**config.mk**
```make
export PLATFORM = sky130hd
export DESIGN_NAME = int8_gemv_row_scaled
export DESIGN_NICKNAME = d
export VERILOG_FILES = /design/src/hw/rtl/igrs_pkg.sv /design/src/hw/rtl/int8_gemv_row_scaled.sv /design/src/hw/rtl/igrs_fma.sv /design/src/hw/rtl/igrs_dp.sv /design/src/hw/rtl/igrs_ctrl.sv
export SDC_FILE = /design/constraint.sdc
export NUM_CORES = 2
export LEC_CHECK = 0
export BUFFER_PORTS_ARGS = -buffer_cell sky130_fd_sc_hd__buf_2
export CAP_MARGIN = 5
export CORE_MARGIN = 2
export CORE_UTILIZATION = 60
export CTS_BUF_LIST = sky130_fd_sc_hd__clkbuf_8
export CTS_CLUSTER_SIZE = 12
export DETAILED_ROUTE_END_ITERATION = 8
export PLACE_DENSITY_LB_ADDON = 0.08
export SLEW_MARGIN = 30
export SYNTH_ARGS = -nofsm -noshare
export SYNTH_HDL_FRONTEND = slang
export SYNTH_SLANG_ARGS = --single-unit
```
**constraint.sdc**
```tcl
create_clock -name clk -period 7.7 [get_ports clk]
set_input_delay 0.385 -clock clk [delete_from_list [all_inputs] [get_ports clk]]
set_output_delay 0.385 -clock clk [all_outputs]
set_load 0.05 [all_outputs]
```
**src/hw/rtl/igrs_pkg.sv**
```systemverilog
// Shared types, constants and float helpers for the int8 row-scaled GEMV block.
package igrs_pkg;

  localparam int MAX_ROWS  = 4096;
  localparam int ROW_W     = 12;
  localparam int EXP_W     = 11;
  localparam int IN_W      = 104;
  localparam int OUT_W     = 48;
  localparam int CFG_IDX_W = 1;

  localparam logic [CFG_IDX_W-1:0] REG_SCALE_EN = 1'b0;
  localparam logic [CFG_IDX_W-1:0] REG_BIAS_EN  = 1'b1;

  localparam logic [31:0] FP_ONE      = 32'h3F80_0000;
  localparam logic [31:0] FP_NEG_ZERO = 32'h8000_0000;
  localparam logic [31:0] FP_QNAN     = 32'h7FC0_0000;
  localparam logic [31:0] FP_INF      = 32'h7F80_0000;

  typedef enum logic [1:0] {
    OP_MAC,
    OP_SCALE,
    OP_BIAS
  } igrs_op_t;

  typedef struct packed {
    logic     capture;
    logic     issue;
    igrs_op_t op;
    logic     sum_load;
    logic     emit;
  } igrs_cmd_t;

  typedef struct packed {
    logic done;
    logic last_row;
  } igrs_sts_t;

  typedef struct packed {
    logic                    sgn;
    logic signed [EXP_W-1:0] exp;
    logic [23:0]             man;
    logic                    zero;
    logic                    inf;
    logic                    nan;
  } igrs_opnd_t;

  function automatic igrs_opnd_t fp_unpack(input logic [31:0] f);
    igrs_opnd_t o;
    o.sgn  = f[31];
    o.zero = (f[30:23] == 8'h00) && (f[22:0] == 23'd0);
    o.inf  = (f[30:23] == 8'hFF) && (f[22:0] == 23'd0);
    o.nan  = (f[30:23] == 8'hFF) && (f[22:0] != 23'd0);
    o.man  = {(f[30:23] != 8'h00), f[22:0]};
    if (f[30:23] == 8'h00) begin
      o.exp = -11'sd126;
    end else begin
      o.exp = $signed({3'b000, f[30:23]}) - 11'sd127;
    end
    return o;
  endfunction

  function automatic igrs_opnd_t int8_opnd(input logic [7:0] w);
    igrs_opnd_t o;
    logic [7:0] mag;
    mag    = w[7] ? 8'(~w + 8'd1) : w;
    o.sgn  = w[7];
    o.exp  = 11'sd23;
    o.man  = {16'd0, mag};
    o.zero = (w == 8'd0);
    o.inf  = 1'b0;
    o.nan  = 1'b0;
    return o;
  endfunction

  function automatic logic [4:0] clz24(input logic [23:0] m);
    logic [4:0] n;
    n = 5'd24;
    for (int i = 0; i < 24; i++) begin
      if (m[i]) n = 5'(23 - i);
    end
    return n;
  endfunction

  function automatic logic [4:0] clz16(input logic [15:0] m);
    logic [4:0] n;
    n = 5'd16;
    for (int i = 0; i < 16; i++) begin
      if (m[i]) n = 5'(15 - i);
    end
    return n;
  endfunction

  function automatic igrs_opnd_t opnd_norm(input igrs_opnd_t o);
    igrs_opnd_t r;
    logic [4:0] lz;
    lz    = clz24(o.man);
    r     = o;
    r.man = o.man << lz;
    r.exp = o.exp - $signed({6'd0, lz});
    return r;
  endfunction

endpackage

```
**src/hw/rtl/int8_gemv_row_scaled.sv**
```systemverilog
// Top level: int8 x binary32 row dot products with per-row scale and bias.
// Sequencing: a non-final element occupies the block for one pass of the single
//   8-stage fused multiply-add. The final element of a row also takes a scale pass
//   and, with bias enabled, a bias pass through the same unit before its result.
// Throughput: one element at a time; the next waits until the last is finished.
// Reset (rst_n low, synchronous): row sum +0, row index 0, scaling on, bias off.
module int8_gemv_row_scaled import igrs_pkg::*; (
  input  logic                 clk,
  input  logic                 rst_n,
  // configuration write port
  input  logic                 cfg_we,
  input  logic [CFG_IDX_W-1:0] cfg_index,
  input  logic [0:0]           cfg_wdata,
  // input stream
  input  logic                 in_tvalid,
  output logic                 in_tready,
  input  logic [IN_W-1:0]      in_tdata,   // weight, activation, row_scale, row_bias
  input  logic                 in_tlast,   // last_in_row
  input  logic                 in_tuser,   // last_in_matrix
  // result stream
  output logic                 out_tvalid,
  input  logic                 out_tready,
  output logic [OUT_W-1:0]     out_tdata,  // row_result, row_index, zero pad
  output logic                 out_tlast   // matrix_done
);

  logic             scale_en_r, bias_en_r;
  igrs_cmd_t        cmd;
  igrs_sts_t        sts;
  logic [31:0]      row_result;
  logic [ROW_W-1:0] row_index;
  logic             matrix_done;

  // Configuration registers; the one-bit index selects scale enable or bias enable.
  always_ff @(posedge clk) begin
    if (!rst_n) begin
      scale_en_r <= 1'b1;
      bias_en_r  <= 1'b0;
    end else if (cfg_we) begin
      case (cfg_index)
        REG_SCALE_EN: scale_en_r <= cfg_wdata[0];
        REG_BIAS_EN:  bias_en_r  <= cfg_wdata[0];
        default: ;
      endcase
    end
  end

  // Sequencer: accept one element, hold off further transfers until its
  // multiply-add (and, at row end, scale, bias if enabled, and the result emit) has drained.
  igrs_ctrl u_ctrl (
    .clk       (clk),
    .rst_n     (rst_n),
    .in_valid  (in_tvalid),
    .in_ready  (in_tready),
    .out_valid (out_tvalid),
    .out_ready (out_tready),
    .bias_en   (bias_en_r),
    .sts       (sts),
    .cmd       (cmd)
  );

  // Datapath: FMA unit, row sum, row counter and the output register, which
  // parts the two sides so a waiting result does not block new elements.
  igrs_dp u_dp (
    .clk            (clk),
    .rst_n          (rst_n),
    .weight         (in_tdata[7:0]),
    .activation     (in_tdata[39:8]),
    .row_scale      (in_tdata[71:40]),
    .row_bias       (in_tdata[103:72]),
    .last_in_row    (in_tlast),
    .last_in_matrix (in_tuser),
    .scale_en       (scale_en_r),
    .cmd            (cmd),
    .sts            (sts),
    .row_result     (row_result),
    .row_index      (row_index),
    .matrix_done    (matrix_done)
  );

  assign out_tdata = {4'd0, row_index, row_result};
  assign out_tlast = matrix_done;

`ifndef SYNTHESIS
  // One element in flight at a time.
  a_single_item: assert property (@(posedge clk) disable iff (!rst_n)
    (in_tvalid && in_tready) |=> !in_tready)
    else $error("input transfer accepted while an element is in flight");

  // The FMA only finishes work that the sequencer started.
  a_done_busy: assert property (@(posedge clk) disable iff (!rst_n)
    sts.done |-> !in_tready)
    else $error("FMA result while the sequencer is idle");

  // A result is latched only on an emit command.
  a_emit_only: assert property (@(posedge clk) disable iff (!rst_n)
    (!out_tvalid && !cmd.emit) |=> !out_tvalid)
    else $error("result raised without an emit");
`endif

endmodule

```
**src/hw/rtl/igrs_fma.sv**
```systemverilog
// Eight-stage binary32 fused multiply-add, a*b+c rounded once to nearest even.
module igrs_fma import igrs_pkg::*; (
  input  logic        clk,
  input  logic        rst_n,
  input  logic        in_valid,
  input  igrs_opnd_t  a,
  input  igrs_opnd_t  b,
  input  logic [31:0] c_bits,
  output logic        out_valid,
  output logic [31:0] out_res
);

  // stage valids
  logic v1_r, v2_r, v3_r, v4_r, v5_r, v6_r, v7_r, v8_r;

  always_ff @(posedge clk) begin
    if (!rst_n) begin
      v1_r <= 1'b0; v2_r <= 1'b0; v3_r <= 1'b0; v4_r <= 1'b0;
      v5_r <= 1'b0; v6_r <= 1'b0; v7_r <= 1'b0; v8_r <= 1'b0;
    end else begin
      v1_r <= in_valid; v2_r <= v1_r; v3_r <= v2_r; v4_r <= v3_r;
      v5_r <= v4_r; v6_r <= v5_r; v7_r <= v6_r; v8_r <= v7_r;
    end
  end

  // stage 1: unpack and normalise operands
  igrs_opnd_t  a1_r, b1_r, c1_r;
  logic [31:0] cb1_r;

  always_ff @(posedge clk) begin
    if (in_valid) begin
      a1_r  <= opnd_norm(a);
      b1_r  <= opnd_norm(b);
      c1_r  <= opnd_norm(fp_unpack(c_bits));
      cb1_r <= c_bits;
    end
  end

  // stage 2: multiply, special operands
  logic                    sp1, nan1, spec1;
  logic [31:0]             sres1;
  logic signed [EXP_W-1:0] ep1, sh1;

  always_comb begin
    sp1  = a1_r.sgn ^ b1_r.sgn;
    ep1  = a1_r.exp + b1_r.exp;
    sh1  = 11'sd28 + ep1 - c1_r.exp;
    nan1 = a1_r.nan || b1_r.nan || c1_r.nan ||
           (a1_r.inf && b1_r.zero) || (a1_r.zero && b1_r.inf) ||
           ((a1_r.inf || b1_r.inf) && c1_r.inf && (sp1 != c1_r.sgn));
    spec1 = 1'b1;
    sres1 = FP_QNAN;
    if (nan1) begin
      sres1 = FP_QNAN;
    end else if (a1_r.inf || b1_r.inf) begin
      sres1 = {sp1, FP_INF[30:0]};
    end else if (c1_r.inf) begin
      sres1 = {c1_r.sgn, FP_INF[30:0]};
    end else if (a1_r.zero || b1_r.zero) begin
      sres1 = c1_r.zero ? {sp1 & c1_r.sgn, 31'd0} : cb1_r;
    end else begin
      spec1 = 1'b0;
    end
  end

  logic [47:0]             mp2_r;
  logic signed [EXP_W-1:0] ep2_r, sh2_r, ec2_r;
  logic [23:0]             mc2_r;
  logic                    sp2_r, sc2_r, cz2_r, spec2_r;
  logic [31:0]             sres2_r;

  always_ff @(posedge clk) begin
    if (v1_r) begin
      mp2_r   <= a1_r.man * b1_r.man;
      ep2_r   <= ep1;
      sh2_r   <= sh1;
      ec2_r   <= c1_r.exp;
      mc2_r   <= c1_r.man;
      sp2_r   <= sp1;
      sc2_r   <= c1_r.sgn;
      cz2_r   <= c1_r.zero;
      spec2_r <= spec1;
      sres2_r <= sres1;
    end
  end

  // stage 3: align addend against product in a 77-bit window
  logic [76:0]             ps2, ax2, pa2, aa2;
  logic [6:0]              s2;
  logic signed [EXP_W-1:0] eb2;

  always_comb begin
    ps2 = {27'd0, mp2_r, 2'b00};
    ax2 = {mc2_r, 53'd0};
    s2  = (sh2_r > 11'sd77) ? 7'd77 : sh2_r[6:0];
    pa2 = ps2;
    aa2 = 77'd0;
    eb2 = ep2_r - 11'sd48;
    if (cz2_r) begin
      aa2 = 77'd0;
    end else if (sh2_r < 11'sd0) begin
      // addend dominates: product collapses into the sticky bit
      aa2 = ax2;
      pa2 = 77'd1;
      eb2 = ec2_r - 11'sd76;
    end else begin
      aa2    = ax2 >> s2;
      aa2[0] = aa2[0] | (|(ax2 & ~({77{1'b1}} << s2)));
    end
  end

  logic [76:0]             p3_r, a3_r;
  logic signed [EXP_W-1:0] eb3_r;
  logic                    sp3_r, sc3_r, spec3_r;
  logic [31:0]             sres3_r;

  always_ff @(posedge clk) begin
    if (v2_r) begin
      p3_r    <= pa2;
      a3_r    <= aa2;
      eb3_r   <= eb2;
      sp3_r   <= sp2_r;
      sc3_r   <= sc2_r;
      spec3_r <= spec2_r;
      sres3_r <= sres2_r;
    end
  end

  // stage 4: add or subtract magnitudes
  logic [77:0] sum3, d13, d23, s3;
  logic        sg3;

  always_comb begin
    sum3 = {1'b0, p3_r} + {1'b0, a3_r};
    d13  = {1'b0, p3_r} - {1'b0, a3_r};
    d23  = {1'b0, a3_r} - {1'b0, p3_r};
    if (sp3_r == sc3_r) begin
      s3 = sum3; sg3 = sp3_r;
    end else if (d13[77]) begin
      s3 = d23; sg3 = sc3_r;
    end else begin
      s3 = d13; sg3 = sp3_r;
    end
  end

  logic [77:0]             s4_r;
  logic                    sg4_r, z4_r, spec4_r;
  logic signed [EXP_W-1:0] eb4_r;
  logic [31:0]             sres4_r;

  always_ff @(posedge clk) begin
    if (v3_r) begin
      s4_r    <= s3;
      sg4_r   <= sg3;
      z4_r    <= (s3 == 78'd0);
      eb4_r   <= eb3_r;
      spec4_r <= spec3_r;
      sres4_r <= sres3_r;
    end
  end

  // stage 5: coarse normalise by 16-bit groups
  logic [79:0] x4;
  logic [2:0]  g4;

  always_comb begin
    x4 = {s4_r, 2'b00};
    if (x4[79:64] != 16'd0) begin
      g4 = 3'd0;
    end else if (x4[63:48] != 16'd0) begin
      g4 = 3'd1;
    end else if (x4[47:32] != 16'd0) begin
      g4 = 3'd2;
    end else if (x4[31:16] != 16'd0) begin
      g4 = 3'd3;
    end else begin
      g4 = 3'd4;
    end
  end

  logic [79:0]             x5_r;
  logic [6:0]              lz5_r;
  logic                    sg5_r, z5_r, spec5_r;
  logic signed [EXP_W-1:0] eb5_r;
  logic [31:0]             sres5_r;

  always_ff @(posedge clk) begin
    if (v4_r) begin
      x5_r    <= x4 << {g4, 4'b0000};
      lz5_r   <= {g4, 4'b0000};
      sg5_r   <= sg4_r;
      z5_r    <= z4_r;
      eb5_r   <= eb4_r;
      spec5_r <= spec4_r;
      sres5_r <= sres4_r;
    end
  end

  // stage 6: fine normalise, biased exponent
  logic [4:0] f5;
  logic [6:0] lz5;

  always_comb begin
    f5  = clz16(x5_r[79:64]);
    lz5 = lz5_r + {2'b00, f5};
  end

  logic [79:0]             x6_r;
  logic signed [EXP_W-1:0] e6_r;
  logic                    sg6_r, z6_r, spec6_r;
  logic [31:0]             sres6_r;

  always_ff @(posedge clk) begin
    if (v5_r) begin
      x6_r    <= x5_r << f5;
      e6_r    <= eb5_r + 11'sd204 - $signed({4'd0, lz5});
      sg6_r   <= sg5_r;
      z6_r    <= z5_r;
      spec6_r <= spec5_r;
      sres6_r <= sres5_r;
    end
  end

  // stage 7: subnormal right shift
  logic signed [EXP_W-1:0] dn6;
  logic [4:0]              ds6;
  logic [79:0]             n6;
  logic [7:0]              base6;

  always_comb begin
    dn6   = 11'sd1 - e6_r;
    ds6   = (dn6 > 11'sd26) ? 5'd26 : dn6[4:0];
    n6    = x6_r;
    base6 = 8'd0;
    if (e6_r < 11'sd1) begin
      n6    = x6_r >> ds6;
      n6[0] = n6[0] | (|(x6_r & ~({80{1'b1}} << ds6)));
    end else begin
      base6 = 8'(e6_r - 11'sd1);
    end
  end

  logic [79:0] n7_r;
  logic [7:0]  base7_r;
  logic        ovf7_r, sg7_r, z7_r, spec7_r;
  logic [31:0] sres7_r;

  always_ff @(posedge clk) begin
    if (v6_r) begin
      n7_r    <= n6;
      base7_r <= base6;
      ovf7_r  <= (e6_r >= 11'sd255);
      sg7_r   <= sg6_r;
      z7_r    <= z6_r;
      spec7_r <= spec6_r;
      sres7_r <= sres6_r;
    end
  end

  // stage 8: round to nearest even and pack
  logic [23:0] man7;
  logic        rup7;
  logic [31:0] mag7, res7;

  always_comb begin
    man7 = n7_r[79:56];
    rup7 = n7_r[55] & ((|n7_r[54:0]) | man7[0]);
    mag7 = {1'b0, base7_r, 23'd0} + {8'd0, man7} + {31'd0, rup7};
    if (spec7_r) begin
      res7 = sres7_r;
    end else if (z7_r) begin
      res7 = 32'd0;
    end else if (ovf7_r) begin
      res7 = {sg7_r, FP_INF[30:0]};
    end else begin
      res7 = {sg7_r, mag7[30:0]};
    end
  end

  logic [31:0] res8_r;

  always_ff @(posedge clk) begin
    if (v7_r) begin
      res8_r <= res7;
    end
  end

  assign out_valid = v8_r;
  assign out_res   = res8_r;

endmodule

```
**src/hw/rtl/igrs_dp.sv**
```systemverilog
// Datapath: item capture, FMA operand selection, row sum, row counter, result register.
module igrs_dp import igrs_pkg::*; (
  input  logic              clk,
  input  logic              rst_n,
  input  logic [7:0]        weight,
  input  logic [31:0]       activation,
  input  logic [31:0]       row_scale,
  input  logic [31:0]       row_bias,
  input  logic              last_in_row,
  input  logic              last_in_matrix,
  input  logic              scale_en,
  input  igrs_cmd_t         cmd,
  output igrs_sts_t         sts,
  output logic [31:0]       row_result,
  output logic [ROW_W-1:0]  row_index,
  output logic              matrix_done
);

  logic [31:0]      scl_r, bias_r;
  logic             lrow_r, lmat_r;
  logic [31:0]      row_sum_r;
  logic [ROW_W-1:0] row_cnt_r;
  logic [31:0]      res_o_r;
  logic [ROW_W-1:0] idx_o_r;
  logic             mat_o_r;

  igrs_opnd_t  op_a, op_b;
  logic [31:0] op_c;
  logic        fma_done;
  logic [31:0] fma_res;

  always_comb begin
    case (cmd.op)
      OP_SCALE: begin
        op_a = fp_unpack(fma_res);
        op_b = fp_unpack(scale_en ? scl_r : FP_ONE);
        op_c = FP_NEG_ZERO;
      end
      OP_BIAS: begin
        op_a = fp_unpack(fma_res);
        op_b = fp_unpack(FP_ONE);
        op_c = bias_r;
      end
      default: begin
        op_a = int8_opnd(weight);
        op_b = fp_unpack(activation);
        op_c = row_sum_r;
      end
    endcase
  end

  igrs_fma u_fma (
    .clk       (clk),
    .rst_n     (rst_n),
    .in_valid  (cmd.issue),
    .a         (op_a),
    .b         (op_b),
    .c_bits    (op_c),
    .out_valid (fma_done),
    .out_res   (fma_res)
  );

  always_ff @(posedge clk) begin
    if (cmd.capture) begin
      scl_r  <= row_scale;
      bias_r <= row_bias;
      lrow_r <= last_in_row;
      lmat_r <= last_in_matrix;
    end
    if (cmd.emit) begin
      res_o_r <= fma_res;
      idx_o_r <= row_cnt_r;
      mat_o_r <= lmat_r;
    end
  end

  always_ff @(posedge clk) begin
    if (!rst_n) begin
      row_sum_r <= 32'd0;
      row_cnt_r <= '0;
    end else begin
      if (cmd.sum_load) begin
        row_sum_r <= lrow_r ? 32'd0 : fma_res;
      end
      if (cmd.emit) begin
        if (lmat_r || (row_cnt_r == ROW_W'(MAX_ROWS - 1))) begin
          row_cnt_r <= '0;
        end else begin
          row_cnt_r <= row_cnt_r + 1'b1;
        end
      end
    end
  end

  assign sts.done     = fma_done;
  assign sts.last_row = lrow_r;
  assign row_result   = res_o_r;
  assign row_index    = idx_o_r;
  assign matrix_done  = mat_o_r;

endmodule

```
**src/hw/rtl/igrs_ctrl.sv**
```systemverilog
// Controller: sequences multiply-add, scale and bias passes and the result transfer.
module igrs_ctrl import igrs_pkg::*; (
  input  logic      clk,
  input  logic      rst_n,
  input  logic      in_valid,
  output logic      in_ready,
  output logic      out_valid,
  input  logic      out_ready,
  input  logic      bias_en,
  input  igrs_sts_t sts,
  output igrs_cmd_t cmd
);

  typedef enum logic [2:0] {
    S_IDLE,
    S_MAC,
    S_SCALE,
    S_BIAS,
    S_EMIT
  } state_t;

  state_t state_r, state_nxt;
  logic   out_valid_r, out_valid_nxt;

  always_comb begin
    state_nxt     = state_r;
    out_valid_nxt = out_valid_r && !out_ready;
    cmd           = '{capture: 1'b0, issue: 1'b0, op: OP_MAC, sum_load: 1'b0, emit: 1'b0};
    case (state_r)
      S_IDLE: begin
        if (in_valid) begin
          cmd.capture = 1'b1;
          cmd.issue   = 1'b1;
          state_nxt   = S_MAC;
        end
      end
      S_MAC: begin
        if (sts.done) begin
          cmd.sum_load = 1'b1;
          if (sts.last_row) begin
            cmd.issue = 1'b1;
            cmd.op    = OP_SCALE;
            state_nxt = S_SCALE;
          end else begin
            state_nxt = S_IDLE;
          end
        end
      end
      S_SCALE: begin
        cmd.op = OP_SCALE;
        if (sts.done) begin
          if (bias_en) begin
            cmd.issue = 1'b1;
            cmd.op    = OP_BIAS;
            state_nxt = S_BIAS;
          end else begin
            state_nxt = S_EMIT;
          end
        end
      end
      S_BIAS: begin
        cmd.op = OP_BIAS;
        if (sts.done) begin
          state_nxt = S_EMIT;
        end
      end
      S_EMIT: begin
        if (!out_valid_r || out_ready) begin
          cmd.emit      = 1'b1;
          out_valid_nxt = 1'b1;
          state_nxt     = S_IDLE;
        end
      end
      default: begin
        state_nxt = S_IDLE;
      end
    endcase
  end

  always_ff @(posedge clk) begin
    if (!rst_n) begin
      state_r     <= S_IDLE;
      out_valid_r <= 1'b0;
    end else begin
      state_r     <= state_nxt;
      out_valid_r <= out_valid_nxt;
    end
  end

  assign in_ready  = (state_r == S_IDLE);
  assign out_valid = out_valid_r;

endmodule
```
; ---- Word level (Yosys, flattened, before mapping)
; Index checks and enable logic that the tools add are counted.
[classes]
n_addsub = 24
multipliers = 1
n_lt_le_gt_ge = 5
eq_ne = 18
n_shift = 9
n_mux = 148
bitwise = 13
reduce_logical = 62
[op_table]
columns = operator, n
row1 = 5-bit two-way mux, 89
row2 = 32-bit two-way mux, 8
row3 = 78-bit two-way mux, 2
row4 = 77-bit by 77-bit subtractor with 78-bit output, 2
row5 = 50-bit two-way mux, 2
row6 = 23-bit zero test, 4
row7 = 23-bit nonzero test, 4
row8 = 80-bit AND, 1
row9 = 80-bit two-way mux, 1
row10 = 80-bit NOT, 1
row11 = 80-bit OR reduction, 1
row12 = 80-bit by 5-bit << shifter with 80-bit output, 1
row13 = 80-bit by 5-bit << shifter with 80-bit output (first input constant), 1
row14 = 80-bit by 7-bit << shifter with 80-bit output, 1
row15 = 80-bit by 5-bit >> shifter with 80-bit output, 1
row16 = 77-bit by 77-bit adder with 78-bit output, 1
row17 = 78-bit zero test, 1
row18 = 39-bit case mux with 2 select lines, 1
row19 = 77-bit AND, 1
row20 = 11-bit two-way mux, 7
row21 = 77-bit two-way mux, 1
row22 = 77-bit NOT, 1
row23 = 77-bit OR reduction, 1
row24 = 77-bit by 7-bit << shifter with 77-bit output (first input constant), 1
row25 = other kinds (67), 146
[word_totals]
ff_bits = 1194
in_bits = 113
out_inout_bits = 51

; ---- Logic depth before layout (Yosys ltp)
[logic_depth]
word_depth = 32
ltp_mapped = 30
mapped_depth_nobuf = 29

; ---- Hierarchy
; Synthesis repeated with hierarchy kept, for this count alone.
[hier_totals]
hier_cells = 8968
area_unflattened_um2 = 89291.9
[modules_own_cells]
columns = mod, n_inst, cells_per_inst, area_each_um2
row1 = igrs_fma, 1, 8260, 81777.2
row2 = igrs_dp, 1, 653, 7081.8
row3 = igrs_ctrl, 1, 40, 307.8
row4 = int8_gemv_row_scaled, 1, 15, 125.1

; ---- Worst setup path after synthesis
; No wires, ideal clock.
[synth_timing]
kind = reg-to-reg
from = register u_ctrl.state_r[0]
to = register u_dp.u_fma.a1_r[0] (netlist name) (enable)
setup_ns = 0.687
arrival_time_ns = 7.659
t_required_ns = 7.013
path_slack_ns = -0.646
path_stages_with_launch = 5
n_path_buf = 0
synth_period_minus_slack_ns = 8.346
cell_sequence = dfxtp_1 -> inv_1 -> nor3b_1 -> a31oi_1 -> o21bai_1
[synth_rtl]
columns = element, line_no
row1 = start: declaration, igrs_ctrl.sv:22  ; state_t state_r, state_nxt;
row2 = start signal: assignment, igrs_ctrl.sv:85  ; state_r <= state_nxt;
row3 = end signal: assignment, igrs_fma.sv:32  ; a1_r <= opnd_norm(a);
row4 = end: declaration, igrs_fma.sv:27  ; igrs_opnd_t a1_r, b1_r, c1_r;

; ---- Worst setup path after layout
[layout_timing]
from = register u_dp.u_fma.a1_r[8] (netlist name)
to = register u_dp.u_fma.mp2_r[46] (data pin)
[layout_between]
elab_chain_cells = 1
[layout_lines]
columns = element, line_no
row1 = 24-bit by 24-bit multiplier with 48-bit output, igrs_fma.sv:74  ; mp2_r <= a1_r.man * b1_r.man;
row2 = end signal: assignment, igrs_fma.sv:74
row3 = end: declaration, igrs_fma.sv:66  ; logic [47:0] mp2_r;
; Every way passes these cells.
; A chain may end at the register's enable or synchronous reset.

==> impl_metrics.csv <==
group,metric,value,unit
run_status,outcome,"complete, but fails checks",
run_status,violations,"negative setup slack",
synthesis,postSynthRegisterBits,1161,
global_route,overflow,0,
clock_network,worst_skew_pair.late_latency,0.95,ns
timing,timing.final.crit_period,7.73,ns
finish,area.sequential,34300,um2
clock_network,clockBufferDepth,3,
critical_path,reg2reg_to,"u_dp.u_fma.mp2_r[46]",
global_route,grt_usage,0.379,
placed_design,finalWeightedCongestion,1.04,
timing,hold_viol,0,
route,drt_drc_violations_left,0,
synthesis,synth_area,87700,um2
placed_design,place_hpwl,223000,um
global_route,first_global_vias,69000,
critical_path,largest_stage_delay_on_the_critical_path,0.57,ns
synthesis,syn_avg_cell_area,9.88,um2
finish,final_cell_area,97100,um2
critical_path,critical_path.max_fanout,3,
critical_path,critPathArrivalTime,8.43,ns
critical_path,critical_path_required,8.39,ns
timing,fin_worst_skew,0.0823,ns
timing,slew_viol_final,0,
floorplan,io_pins,164,
floorplan,start_util,0.603,
clock_network,worst_setup_hold_path_clk_slew,0.07,ns
finish,nets,10200,
critical_path,critical_path_buf_inv_count,7,
critical_path,cp-start-kind,"register",
min_path,holdCritPathClass,"in -> reg",
synthesis,postSynth.asyncResetShare,0,
critical_path,worstSetupPathDepth,30,
placed_design,port-buffer-count,159,
timing,report.final.setup_viol,1,
critical_path,reg2reg_depth,30,
global_route,grt_first_pass_wirelength,424000,um
global_route,grt.met1_usage,0.518,
critical_path,setup.worst_path.end_class,"register",
timing,highest_attainable_clock_frequency,0.129,GHz
power,cellPowerDensity,394,nW/um2
finish,multiInputGateArea,49300,um2
synthesis,synth_enable_flop_cells,1103,
power,p_leak,40.6,nW
synthesis,yosys_warnings,0,
critical_path,reg2reg_from,"u_dp.u_fma.a1_r[8]",
global_route,grt_busiest_layer,"met2",
timing,fin_hold_ws,0.0963,ns
floorplan,die_y,386,um
synthesis,synthDistinctLibCells,89,
synthesis,synth_cells,8880,
timing,max-slew-margin-rel,0.271,
route,detail_route.wl_per_cell,25.7,um
route,drtIter0Drc,8810,
critical_path,crit_top_cell,"sky130_fd_sc_hd__fa_1",
finish,area.growth.synth_to_final,10.7,%
critical_path,crit_slowest_cell,"sky130_fd_sc_hd__fa_1",
global_route,antenna_found_initial,13,
timing,period_utilization,1.00,
floorplan,core_ar,145000,um2
timing,finalSetupTns,-0.0338,ns
timing,worst_pin_slew,1.08,ns
route,drt_pass1_iterations,8,
critical_path,crit_type,"reg -> reg",
critical_path,regToRegSetupSlack,-0.03,ns
min_path,hold_end,"u_dp.u_fma.b1_r[2]",
placed_design,post_dp_cell_area,91600,um2
finish,post_route_cells_drive_above_1_share,0.0999,
power,total_power,38.3,mW
clock_network,tritoncts.num_buffers,188,
flow_run,maxCapViolCount,0,
clock_network,cts.root.buffer_cell,"sky130_fd_sc_hd__clkbuf_8",
min_path,hold_depth,5,
timing,grt_setup_unrepaired,"true",
synthesis,yosysSeqAreaShare,0.391,
route,dr_total_vias,71600,
floorplan,dieWidth,386,um
min_path,hold_path.startpoint,"in_tdata[34]",
timing,setup_ws,-0.0338,ns
floorplan,rows,140,
global_route,grtUsageMet3,0.106,
floorplan,design.die.area,149000,um2
synthesis,postSynth.topFlopCell,"sky130_fd_sc_hd__edfxtp_1",
clock_network,cts_tree,"yes",
route,routed_via_density,6.37,
critical_path,critPathTopFamily,"adder cells",
placed_design,placement.setup.worst_slack,-0.297,ns
clock_network,cts_htree_levels,4,
global_route,grt_max_degree,150,
route,antenna_left,0,
finish,fill_cells,11300,
global_route,met2_track_demand_over_resource,0.574,
power,power.ir.vdd_worst,1.36,mV
route,detail_route.wirelength,289000,um
clock_network,cts.sink_count,1161,
worst max-delay path by stage:
stage	slack, ns	startpoint	to
after floorplan	0.14	u_dp.u_fma.b1_r[12]	u_dp.u_fma.mp2_r[46]
after global placement	-0.18	u_dp.u_fma.b1_r[3]	u_dp.u_fma.mp2_r[47]
after detailed placement	-0.30	u_dp.u_fma.a1_r[21]	u_dp.u_fma.mp2_r[46]
after CTS	0.006	u_dp.u_fma.b1_r[12]	u_dp.u_fma.mp2_r[47]
after global routing	-0.27	u_dp.u_fma.a1_r[8]	u_dp.u_fma.mp2_r[46]
final	-0.03	u_dp.u_fma.a1_r[8]	u_dp.u_fma.mp2_r[46]
cells by family after synthesis:
family / Yosys count / share of synthesized area
AND/OR/NAND/NOR: 2829 / 0.151
AO/OA/AOI/OAI: 1758 / 0.126
buffers and inverters: 1268 / 0.0546
flip-flops: 1161 / 0.391
adder cells (fa/ha/maj): 895 / 0.169
multiplexers: 717 / 0.0823
XOR/XNOR: 251 / 0.0251
other: 1 / 0.0000428
Yosys cell counts (161+ instances only):
| master | number | share of area |
|---|---|---|
| sky130_fd_sc_hd__and2_1 | 289 | 0.021 |
| sky130_fd_sc_hd__fa_1 | 488 | 0.11 |
| sky130_fd_sc_hd__nand2_1 | 1132 | 0.048 |
| sky130_fd_sc_hd__xnor2_1 | 161 | 0.016 |
| sky130_fd_sc_hd__o21ai_0 | 398 | 0.023 |
| sky130_fd_sc_hd__nor2_1 | 588 | 0.025 |
| sky130_fd_sc_hd__ha_1 | 407 | 0.058 |
| sky130_fd_sc_hd__clkbuf_1 | 384 | 0.016 |
| sky130_fd_sc_hd__edfxtp_1 | 1103 | 0.38 |
| sky130_fd_sc_hd__a21oi_1 | 496 | 0.028 |
| sky130_fd_sc_hd__inv_1 | 789 | 0.034 |
| sky130_fd_sc_hd__mux2i_1 | 683 | 0.078 |
state kept, by name (all words and copies together) (netlist names), 39 cells and up:
register and flops:
u_dp.u_fma.x5_r 78, u_dp.u_fma.b1_r 39, u_dp.u_fma.a1_r 39, u_dp.u_fma.mp2_r 48, u_dp.u_fma.n7_r 80, u_dp.u_fma.c1_r 39, u_dp.u_fma.x6_r 78, u_dp.u_fma.p3_r 49
u_dp.u_fma.a3_r 77, u_dp.u_fma.s4_r 78
metal layers:
metal,routed length [um],share of wire,vias to the layer above
li1,-,-,31900
met1,116000,0.40,34700
met2,127000,0.44,4229
met3,33500,0.12,763
met4,12600,0.044,8
met5,132,0.00046,-
cells in the final DEF, fill, tap and decap left out, drive strengths merged, types with 95 or more instances in the layout:
| master | instances |
|---|---|
| nand2 | 1132 |
| edfxtp | 1103 |
| inv | 852 |
| mux2i | 683 |
| nor2 | 588 |
| a21oi | 497 |
| fa | 488 |
| buf | 470 |
| o21ai | 424 |
| ha | 407 |
| and2 | 291 |
| clkbuf | 193 |
| xnor2 | 161 |
| nor3 | 137 |
| nand3 | 126 |
| a31oi | 95 |
per-stage QoR:
stage / utilization / instances
floorplan: - / 8883
global placement: 0.630 / 10800
detailed placement: 0.630 / 10800
CTS: 0.663 / 11200
global route: 0.668 / 11200
finish: 0.668 / 11200
cell type report:
class                   count  share of cell area
multi-input cells        6454               0.507
inverters                 797              0.0308
clock inverters           152              0.0126
flip-flops and latches   1161               0.353
clock buffers             191              0.0271
repair buffers            553              0.0441
well taps                1917              0.0247
diodes                      8            0.000206
power breakdown:
part | switching (mW) | internal, mW
Combinational | 13.1 | 11.3
Clock | 2.69 | 2.84
Sequential | 0.184 | 8.17
repair_timing:
action	4_1_cts	5_1_grt
pin swaps	5	68
hold buffers	81	0
resized for setup	12	102
endpoints found under the setup margin	5	9
buffers inserted	1	31
endpoints found under the hold margin	81	0
gates cloned	0	1
tightest hold or removal path, stage by stage:
cell and delay (ns):
sky130_fd_sc_hd__buf_2 0.12, sky130_fd_sc_hd__or4b_2 0.12, sky130_fd_sc_hd__nor4_1 0.07, sky130_fd_sc_hd__nand3_1 0.08
sky130_fd_sc_hd__o21ai_0 0.08
No activity file was read; power rests on OpenSTA's default activity.
